$ cat src/ehpd_pkg.sv
// ----------------------------------------------------------------------------
// ehpd_pkg
// Types, codes and helper functions shared by the encoded-pointer decoder.
// ----------------------------------------------------------------------------
package ehpd_pkg;

  localparam int VALUE_W   = 64;
  localparam int ADDR_W    = 64;
  localparam int CFG_IDX_W = 3;

  // encoding byte codes
  localparam logic [7:0] ENC_OMIT    = 8'hff;
  localparam logic [7:0] ENC_ALIGNED = 8'h50;
  localparam logic [6:0] LEB_BITS    = 7'h7f;
  localparam logic [7:0] FMT_MASK    = 8'h0f;

  // format nibble codes
  localparam logic [3:0] FMT_NATIVE = 4'd0;
  localparam logic [3:0] FMT_ULEB   = 4'd1;
  localparam logic [3:0] FMT_U16    = 4'd2;
  localparam logic [3:0] FMT_U32    = 4'd3;
  localparam logic [3:0] FMT_U64    = 4'd4;
  localparam logic [3:0] FMT_SLEB   = 4'd9;
  localparam logic [3:0] FMT_S16    = 4'd10;
  localparam logic [3:0] FMT_S32    = 4'd11;
  localparam logic [3:0] FMT_S64    = 4'd12;

  // base selector codes (encoding bits 6..4)
  localparam logic [2:0] BASE_PC   = 3'd1;
  localparam logic [2:0] BASE_TEXT = 3'd2;
  localparam logic [2:0] BASE_DATA = 3'd3;
  localparam logic [2:0] BASE_FUNC = 3'd4;

  // configuration register indexes
  localparam logic [CFG_IDX_W-1:0] CFG_WIDE_MODE  = 3'd0;
  localparam logic [CFG_IDX_W-1:0] CFG_SWAP_ORDER = 3'd1;
  localparam logic [CFG_IDX_W-1:0] CFG_TEXT_BASE  = 3'd2;
  localparam logic [CFG_IDX_W-1:0] CFG_DATA_BASE  = 3'd3;
  localparam logic [CFG_IDX_W-1:0] CFG_FUNC_BASE  = 3'd4;

  typedef struct packed {
    logic [VALUE_W-1:0] value;
    logic               byte_taken;
    logic               done_res;
    logic               status;
  } result_t;

  function automatic logic fmt_known(input logic [3:0] fmt);
    fmt_known = (fmt <= FMT_U64) || ((fmt >= FMT_SLEB) && (fmt <= FMT_S64));
  endfunction

  // field length in bytes for the fixed formats
  function automatic logic [3:0] fixed_size(input logic [3:0] fmt, input logic wide);
    logic [3:0] n;
    n = 4'd8;
    if (fmt == FMT_NATIVE) begin
      n = wide ? 4'd8 : 4'd4;
    end else if (fmt == FMT_U16 || fmt == FMT_S16) begin
      n = 4'd2;
    end else if (fmt == FMT_U32 || fmt == FMT_S32) begin
      n = 4'd4;
    end
    fixed_size = n;
  endfunction

endpackage

$ cat src/ehpd_in_if.sv
// ----------------------------------------------------------------------------
// ehpd_in_if
// Input channel of the pointer decoder: one stream byte per item.
// ----------------------------------------------------------------------------
interface ehpd_in_if;
  logic                         valid;
  logic                         ready;
  logic [7:0]                   data_byte;
  logic [ehpd_pkg::ADDR_W-1:0]  byte_addr;
  logic                         start_req;
  logic [7:0]                   encoding;

  modport source (output valid, output data_byte, output byte_addr,
                  output start_req, output encoding, input ready);
  modport sink   (input valid, input data_byte, input byte_addr,
                  input start_req, input encoding, output ready);
endinterface

$ cat src/ehpd_out_if.sv
// ----------------------------------------------------------------------------
// ehpd_out_if
// Result channel of the pointer decoder: one result item per input item.
// ----------------------------------------------------------------------------
interface ehpd_out_if;
  logic                          valid;
  logic                          ready;
  logic [ehpd_pkg::VALUE_W-1:0]  value;
  logic                          byte_taken;
  logic                          done_res;
  logic                          status;

  modport source (output valid, output value, output byte_taken,
                  output done_res, output status, input ready);
  modport sink   (input valid, input value, input byte_taken,
                  input done_res, input status, output ready);
endinterface

$ cat src/ehpd_cfg_if.sv
// ----------------------------------------------------------------------------
// ehpd_cfg_if
// Register write channel of the pointer decoder.
// ----------------------------------------------------------------------------
interface ehpd_cfg_if;
  logic                            valid;
  logic                            ready;
  logic [ehpd_pkg::CFG_IDX_W-1:0]  index;
  logic [ehpd_pkg::VALUE_W-1:0]    data;

  modport source (output valid, output index, output data, input ready);
  modport sink   (input valid, input index, input data, output ready);
endinterface

$ cat src/eh_pointer_decoder.sv
// ----------------------------------------------------------------------------
// eh_pointer_decoder
// Decodes exception-frame encoded pointers from a byte stream.
// ----------------------------------------------------------------------------
// usage:
//   req  carries one stream byte per item with its address; an item with
//        start_req high also carries the encoding byte and opens a pointer
//   rsp  carries one result item per req item: byte_taken, done_res, and on
//        completion the decoded value and status (indirect encoding)
//   cfg  register writes (wide_mode, swap_order, text/data/func base),
//        always ready, to be written between pointers
// rsp valid follows in the cycle after req accept; while rsp does not stall
// one item is taken every cycle, set by the single decode step between the req
// handshake and result register (lead-in byte merge, sign extension, base add)
// when rsp stalls the result register holds and req accepts one more item
// only once the held result is taken or taken in the same cycle
// rst clears the decode state to idle, empties the result register and
// loads register defaults (wide_mode 1, everything else 0)
// ----------------------------------------------------------------------------
module eh_pointer_decoder (
  input logic         clk,
  input logic         rst,
  ehpd_in_if.sink     req,
  ehpd_out_if.source  rsp,
  ehpd_cfg_if.sink    cfg
);

  typedef enum logic [1:0] {PH_IDLE, PH_ALIGN, PH_READ} phase_t;

  // configuration registers
  logic                          wide_mode;
  logic                          swap_order;
  logic [ehpd_pkg::VALUE_W-1:0]  text_base;
  logic [ehpd_pkg::VALUE_W-1:0]  data_base;
  logic [ehpd_pkg::VALUE_W-1:0]  func_base;

  // decode state
  phase_t                        phase;
  logic [ehpd_pkg::VALUE_W-1:0]  accumulator;
  logic [6:0]                    shift_count;
  logic [3:0]                    bytes_seen;
  logic [ehpd_pkg::ADDR_W-1:0]   start_address;
  logic [7:0]                    held_encoding;

  phase_t                        phase_next;
  logic [ehpd_pkg::VALUE_W-1:0]  accumulator_next;
  logic [6:0]                    shift_count_next;
  logic [3:0]                    bytes_seen_next;
  logic [ehpd_pkg::ADDR_W-1:0]   start_address_next;
  logic [7:0]                    held_encoding_next;

  logic                          rsp_valid;
  ehpd_pkg::result_t             rsp_data;
  ehpd_pkg::result_t             res_next;

  logic                          req_fire;

  assign req.ready = !rsp_valid || rsp.ready;
  assign req_fire  = req.valid && req.ready;
  assign cfg.ready = 1'b1;

  assign rsp.valid      = rsp_valid;
  assign rsp.value      = rsp_data.value;
  assign rsp.byte_taken = rsp_data.byte_taken;
  assign rsp.done_res   = rsp_data.done_res;
  assign rsp.status     = rsp_data.status;

  always_comb begin
    logic                          go;
    logic                          fin;
    logic [3:0]                    fmt;
    logic [3:0]                    n;
    logic [2:0]                    align_mask;
    logic [ehpd_pkg::VALUE_W-1:0]  raw;
    logic [ehpd_pkg::VALUE_W-1:0]  base;
    logic [ehpd_pkg::VALUE_W-1:0]  sum;
    logic                          sgn;

    phase_next         = phase;
    accumulator_next   = accumulator;
    shift_count_next   = shift_count;
    bytes_seen_next    = bytes_seen;
    start_address_next = start_address;
    held_encoding_next = held_encoding;
    res_next           = '0;
    go                 = 1'b1;
    fin                = 1'b0;
    raw                = '0;
    base               = '0;
    sum                = '0;
    sgn                = 1'b0;
    n                  = '0;
    align_mask         = wide_mode ? 3'b111 : 3'b011;

    if (req.start_req) begin
      held_encoding_next = req.encoding;
      start_address_next = req.byte_addr;
      accumulator_next   = '0;
      shift_count_next   = '0;
      bytes_seen_next    = '0;
      if (req.encoding == ehpd_pkg::ENC_OMIT ||
          !ehpd_pkg::fmt_known(req.encoding[3:0])) begin
        // omitted pointer: zero at once, byte left in the stream
        phase_next        = PH_IDLE;
        res_next.done_res = 1'b1;
        go                = 1'b0;
      end else if (req.encoding == ehpd_pkg::ENC_ALIGNED) begin
        phase_next = PH_ALIGN;
      end else begin
        phase_next = PH_READ;
      end
    end else if (phase != PH_ALIGN && phase != PH_READ) begin
      phase_next = PH_IDLE;
      go         = 1'b0;
    end

    if (go && phase_next == PH_ALIGN) begin
      if ((req.byte_addr[2:0] & align_mask) != 3'b000) begin
        // padding byte
        res_next.byte_taken = 1'b1;
        go                  = 1'b0;
      end else begin
        phase_next = PH_READ;
      end
    end

    fmt = held_encoding_next[3:0] & ehpd_pkg::FMT_MASK[3:0];

    if (go) begin
      res_next.byte_taken = 1'b1;
      if (fmt == ehpd_pkg::FMT_ULEB || fmt == ehpd_pkg::FMT_SLEB) begin
        if (shift_count_next < 7'd64) begin
          accumulator_next = accumulator_next |
            ({57'b0, req.data_byte[6:0] & ehpd_pkg::LEB_BITS} << shift_count_next[5:0]);
          shift_count_next = shift_count_next + 7'd7;
        end
        if (!req.data_byte[7]) begin
          fin = 1'b1;
          raw = accumulator_next;
          if (fmt == ehpd_pkg::FMT_SLEB && shift_count_next < 7'd64 &&
              accumulator_next[shift_count_next[5:0] - 6'd1]) begin
            raw = raw | ({ehpd_pkg::VALUE_W{1'b1}} << shift_count_next[5:0]);
          end
        end
      end else begin
        n = ehpd_pkg::fixed_size(fmt, wide_mode);
        if (swap_order) begin
          accumulator_next = {accumulator_next[55:0], req.data_byte};
        end else begin
          accumulator_next = accumulator_next |
            ({56'b0, req.data_byte} << {bytes_seen_next[2:0], 3'b000});
        end
        bytes_seen_next = bytes_seen_next + 4'd1;
        if (bytes_seen_next >= n) begin
          fin = 1'b1;
          sgn = (fmt >= ehpd_pkg::FMT_S16);
          if (n == 4'd2) begin
            raw = {{48{sgn && accumulator_next[15]}}, accumulator_next[15:0]};
          end else if (n == 4'd4) begin
            raw = {{32{sgn && accumulator_next[31]}}, accumulator_next[31:0]};
          end else begin
            raw = accumulator_next;
          end
        end
      end
    end

    if (fin) begin
      phase_next        = PH_IDLE;
      res_next.done_res = 1'b1;
      if (raw != '0) begin
        unique case (held_encoding_next[6:4])
          ehpd_pkg::BASE_PC:   base = start_address_next;
          ehpd_pkg::BASE_TEXT: base = text_base;
          ehpd_pkg::BASE_DATA: base = data_base;
          ehpd_pkg::BASE_FUNC: base = func_base;
          default:             base = '0;
        endcase
        sum = raw + base;
        if (!wide_mode) begin
          sum[63:32] = '0;
        end
        res_next.value  = sum;
        res_next.status = held_encoding_next[7];
      end
    end
  end

  always_ff @(posedge clk) begin
    if (rst) begin
      wide_mode     <= 1'b1;
      swap_order    <= 1'b0;
      text_base     <= '0;
      data_base     <= '0;
      func_base     <= '0;
      phase         <= PH_IDLE;
      accumulator   <= '0;
      shift_count   <= '0;
      bytes_seen    <= '0;
      start_address <= '0;
      held_encoding <= '0;
      rsp_valid     <= 1'b0;
    end else begin
      if (cfg.valid) begin
        unique case (cfg.index)
          ehpd_pkg::CFG_WIDE_MODE:  wide_mode  <= cfg.data[0];
          ehpd_pkg::CFG_SWAP_ORDER: swap_order <= cfg.data[0];
          ehpd_pkg::CFG_TEXT_BASE:  text_base  <= cfg.data;
          ehpd_pkg::CFG_DATA_BASE:  data_base  <= cfg.data;
          ehpd_pkg::CFG_FUNC_BASE:  func_base  <= cfg.data;
          default: ;
        endcase
      end
      if (req_fire) begin
        phase         <= phase_next;
        accumulator   <= accumulator_next;
        shift_count   <= shift_count_next;
        bytes_seen    <= bytes_seen_next;
        start_address <= start_address_next;
        held_encoding <= held_encoding_next;
        rsp_valid     <= 1'b1;
      end else if (rsp.ready) begin
        rsp_valid <= 1'b0;
      end
    end
  end

  // result register carries no reset
  always_ff @(posedge clk) begin
    if (req_fire) begin
      rsp_data <= res_next;
    end
  end

  // omitted pointer never reports a value or status
  a_omit_zero: assert property (@(posedge clk) disable iff (rst)
    rsp.valid && rsp.done_res && !rsp.byte_taken |-> rsp.value == '0 && !rsp.status)
    else $error("omitted pointer with nonzero value or status");

  a_status_done: assert property (@(posedge clk) disable iff (rst)
    rsp.valid && rsp.status |-> rsp.done_res && rsp.byte_taken)
    else $error("status raised on an unfinished pointer");

  a_idle_zero: assert property (@(posedge clk) disable iff (rst)
    req_fire && !req.start_req && phase == PH_IDLE |=>
      rsp.valid && !rsp.byte_taken && !rsp.done_res && rsp.value == '0)
    else $error("idle item produced a nonzero result");

  a_shift_range: assert property (@(posedge clk) disable iff (rst)
    shift_count <= 7'd70)
    else $error("leb shift count out of range");

  a_done_idle: assert property (@(posedge clk) disable iff (rst)
    req_fire && res_next.done_res |=> phase == PH_IDLE)
    else $error("decoder busy after a finished pointer");

endmodule

$ cat src/flat_wrapper.sv
// flat-port wrapper written by rule: the top's interface ports become plain ports
module eh_pointer_decoder_flat 
  (clk, rst, req_valid, req_data_byte, req_byte_addr, req_start_req, req_encoding, req_ready, rsp_valid, rsp_value, rsp_byte_taken, rsp_done_res, rsp_status, rsp_ready, cfg_valid, cfg_index, cfg_data, cfg_ready);
  ehpd_in_if req_i ();
  ehpd_out_if rsp_i ();
  ehpd_cfg_if cfg_i ();
  input logic clk;
  input logic rst;
  input wire logic [$bits(req_i.valid)-1:0] req_valid;
  input wire logic [$bits(req_i.data_byte)-1:0] req_data_byte;
  input wire logic [$bits(req_i.byte_addr)-1:0] req_byte_addr;
  input wire logic [$bits(req_i.start_req)-1:0] req_start_req;
  input wire logic [$bits(req_i.encoding)-1:0] req_encoding;
  output wire logic [$bits(req_i.ready)-1:0] req_ready;
  output wire logic [$bits(rsp_i.valid)-1:0] rsp_valid;
  output wire logic [$bits(rsp_i.value)-1:0] rsp_value;
  output wire logic [$bits(rsp_i.byte_taken)-1:0] rsp_byte_taken;
  output wire logic [$bits(rsp_i.done_res)-1:0] rsp_done_res;
  output wire logic [$bits(rsp_i.status)-1:0] rsp_status;
  input wire logic [$bits(rsp_i.ready)-1:0] rsp_ready;
  input wire logic [$bits(cfg_i.valid)-1:0] cfg_valid;
  input wire logic [$bits(cfg_i.index)-1:0] cfg_index;
  input wire logic [$bits(cfg_i.data)-1:0] cfg_data;
  output wire logic [$bits(cfg_i.ready)-1:0] cfg_ready;
  assign req_i.valid = req_valid;
  assign req_i.data_byte = req_data_byte;
  assign req_i.byte_addr = req_byte_addr;
  assign req_i.start_req = req_start_req;
  assign req_i.encoding = req_encoding;
  assign req_ready = req_i.ready;
  assign rsp_valid = rsp_i.valid;
  assign rsp_value = rsp_i.value;
  assign rsp_byte_taken = rsp_i.byte_taken;
  assign rsp_done_res = rsp_i.done_res;
  assign rsp_status = rsp_i.status;
  assign rsp_i.ready = rsp_ready;
  assign cfg_i.valid = cfg_valid;
  assign cfg_i.index = cfg_index;
  assign cfg_i.data = cfg_data;
  assign cfg_ready = cfg_i.ready;
  eh_pointer_decoder u_core (.clk(clk), .rst(rst), .req(req_i), .rsp(rsp_i), .cfg(cfg_i));
endmodule
$ cat config.mk
export PLATFORM = sky130hd
export DESIGN_NAME = eh_pointer_decoder_flat
export DESIGN_NICKNAME = d
export VERILOG_FILES = /design/src/ehpd_pkg.sv /design/src/ehpd_in_if.sv /design/src/ehpd_out_if.sv /design/src/ehpd_cfg_if.sv /design/src/eh_pointer_decoder.sv /design/src/flat_wrapper.sv
export SDC_FILE = /design/constraint.sdc
export NUM_CORES = 2
export LEC_CHECK = 0
export BUFFER_PORTS_ARGS = -buffer_cell sky130_fd_sc_hd__buf_4
export CORE_ASPECT_RATIO = 0.75
export CORE_UTILIZATION = 35
export CTS_BUF_LIST = sky130_fd_sc_hd__clkbuf_16
export DETAILED_ROUTE_END_ITERATION = 10
export GPL_ROUTABILITY_DRIVEN = 0
export PLACE_DENSITY = 0.5
export SYNTH_ARGS = -nofsm -noshare
export SYNTH_HDL_FRONTEND = slang
export SYNTH_SLANG_ARGS = --single-unit
$ cat constraint.sdc
create_clock -name clk -period 13.9 [get_ports clk]
set_input_delay 2.78 -clock clk [delete_from_list [all_inputs] [get_ports clk]]
set_output_delay 2.78 -clock clk [all_outputs]
set_load 0.02 [all_outputs]
==> run_results.csv <==
group,metric,value,unit
status,run_status,"finished, violations left",
status,violations,"max-capacitance violations, max-slew violations",
grt,grt_pass1_vias,26600,
yosys,synth-warning-count,0,
routing,viasPerCell,6.12,
clock_network,cts_resized,0,
clock_network,clk-insertion-delay-late,620,ps
routing,wl_per_cell,25.9,µm
grt,overflow,0,
sta,max_slew.worst_pin.slew,1590,ps
yosys,ys_ff_latch,411,
die,die_h,244,µm
power_and_ir_drop,power_density,97.8,nW/µm²
clock_network,cts_buffers,46,
grt,track_usage,30.2,%
yosys,synth_top_family_by_area,"compound AO/OA/AOI/OAI gates",
hold_path,holdCritPathClass,"reg -> reg",
setup_path,endpoint_kind,"flip-flop",
routing,postRouteAntennaNets,0,
setup_path,required,14240,ps
yosys,synth_mux_area_share,3.61,%
routing,num_vias,29700,
yosys,synth_compound_area_share,29.2,%
clock_network,holdBufCountCts,0,
routing,route.detailed.drc,0,
die,start_util,35.4,%
finish,final_common_cell,"nand2_1",
clock_network,post_cts_buffers,0,
sta,relSlewSlack,-6.73,%
clock_network,clk_pin_slew,60,ps
sta,max_freq,0.0858,GHz
yosys,synthCells,3739,
die,die-area,79200,µm²
placement,dp_hpwl,87600,µm
setup_path,cp_slowest_cell,"ha_1",
sta,hold_viol,0,
clock_network,cts_sinks,411,
run,drv_cap,1,
yosys,synth_xor_area_share,1.83,%
grt,grt_pass1_wl,182000,µm
yosys,synthTopCellsByArea,"dfxtp_1 (25%), nand2_1 (11%), a21oi_1 (9.8%)",
yosys,syn_area,27300,µm²
power_and_ir_drop,ir_drop,0.0780,mV
sta,fin_setup_tns,0,ps
yosys,syn_avg_cell_area,7.31,µm²
yosys,async_reset_ff_share,0,%
routing,drtIter0Drc,4798,
finish,final_cell_mix,"nand2_1 (826), a21oi_1 (536), dfxtp_1 (343)",
yosys,syn_nets,3966,
die,ios,223,
sta,setup_viol,0,
yosys,yosysTopAreaCell,"dfxtp_1",
clock_network,clk_path_buf_depth,3,
setup_path,path_max_fanout,54,
setup_path,startpoint_type,"primary input",
finish,drive_gt1_share,11.3,%
yosys,ys.flop_type,"dfxtp_1",
sta,rsz0062_at_grt,"false",
grt,antenna_found_initial,4,
yosys,seq_area_frac_synth,32.6,%
clock_network,htreeDepth,2,
power_and_ir_drop,p_leak,11.8,nW
yosys,synthAdderAreaFrac,3.42,%
sta,fin_skew,26.7,ps
clock_network,cts_tree,"built",
grt,grt_max_degree,121,
finish,synthToLayoutAreaGrowth,13.7,%
setup_path,arrival,11990,ps
sta,period_needed,11650,ps
yosys,ys_types,109,
finish,nets,4015,
setup_path,path_common_cell,"inv_1",
clock_network,cts_root_buffer,"clkbuf_16",
placement,port_buffers,221,
routing,wirelength,126000,µm
yosys,synth_edf_count,67,
die,rows,88,
sta,period_share,83.8,%
power_and_ir_drop,total_power,0.00304,W
die,core,77100,µm²
yosys,synth-simple-area-share,24.2,%
routing,dr.pass1.iters,7,
die,die_x,325,µm
setup_path,worstSetupPathType,"in -> reg",
yosys,yosysTopAreaCellShare,25.2,%
sta,finalMaxSlewViolations,8,
setup_path,crit_path_max_incr_delay,780,ps
[cell usage after synthesis (57+ instances only)]
cell type,n
nor2_1,287
a21o_1,59
clkbuf_1,213
dfxtp_1,344
nor3_1,60
nor2b_1,71
nand2_1,827
mux2i_1,87
ha_1,73
edfxtp_1,67
nand3_1,57
a221o_1,62
a21oi_1,537
o21ai_0,252
[registers in the layout, summed over array words and instances, names as in the netlist, 2 cells and up]
name / count
u_core.accumulator: 64
u_core.bytes_seen: 4
u_core.data_base: 64
u_core.func_base: 64
u_core.held_encoding: 8
u_core.phase: 2
u_core.rsp.value: 64
u_core.shift_count: 7
u_core.start_address: 64
u_core.text_base: 64
[routing by layer]
| layer | part of all wire [%] | track usage (%) | vias up |
|---|---|---|---|
| li1 | - | - | 13500 |
| met1 | 45 | 43.9 | 14100 |
| met2 | 40 | 41.6 | 1841 |
| met3 | 12 | 9.17 | 349 |
| met4 | 3.7 | 10.3 | 6 |
| met5 | 0.12 | 1.21 | - |
[final cells by class]
| class | count | area (µm²) |
|---|---|---|
| diodes | 3 | 7.51 |
| clock buffers | 46 | 1150 |
| clock inverters | 35 | 246 |
| fillers | 8177 | 46000 |
| inverters | 48 | 183 |
| multi-input cells | 2998 | 17100 |
| flip-flops and latches | 411 | 8900 |
| well taps | 1035 | 1290 |
| repair buffers | 283 | 2150 |
[final timing paths]
| path | from | endpoint | slack [ps] | cells past startpoint |
|---|---|---|---|---|
| max | req_start_req | u_core.rsp.value[47] | 2250 | 31 |
| min | u_core.accumulator[52] | u_core.accumulator[52] | 450 | 2 |
| max reg2reg | u_core.shift_count[6] | u_core.rsp.value[47] | 3840 | 32 |
| min reg2reg | u_core.accumulator[52] | u_core.accumulator[52] | 450 | 2 |
[critical path: cells and delay by family]
family | cells | cell delay (ps)
buf+inv | 6 | 1620
xor+xnor | 1 | 170
compound gates | 16 | 4440
simple gates | 5 | 1400
fa+ha+maj | 3 | 1520
[kinds of logic after synthesis]
family / Yosys count
DFF: 411
muxes: 95
other: 1
and+or+nand+nor: 1492
adders and majority gates: 74
AOI/OAI and AO/OA: 1279
buffers and inverters: 330
xor gates and xnor gates: 57
[per-stage QoR]
stage	setup WS, ps	cells	hold slack [ps]	utilization, %	cell area, µm²
floorplan	2920	3739	427	-	27300
global placement	2130	4775	434	38.5	29700
CTS	2680	4856	451	40.3	31100
global route	1660	4859	464	40.3	31100
finish	2250	4859	447	40.3	31100
detailed placement	2020	4775	441	38.5	29700
[power by group]
part,leakage (nW),internal [W],switching (W)
clock network,0.725,0.000642,0.000554
registers,3.46,0.00126,0.0000281
logic,7.63,0.000168,0.000388
total,11.8,0.00207,0.000970
No activity file was read; power rests on OpenSTA's default activity.
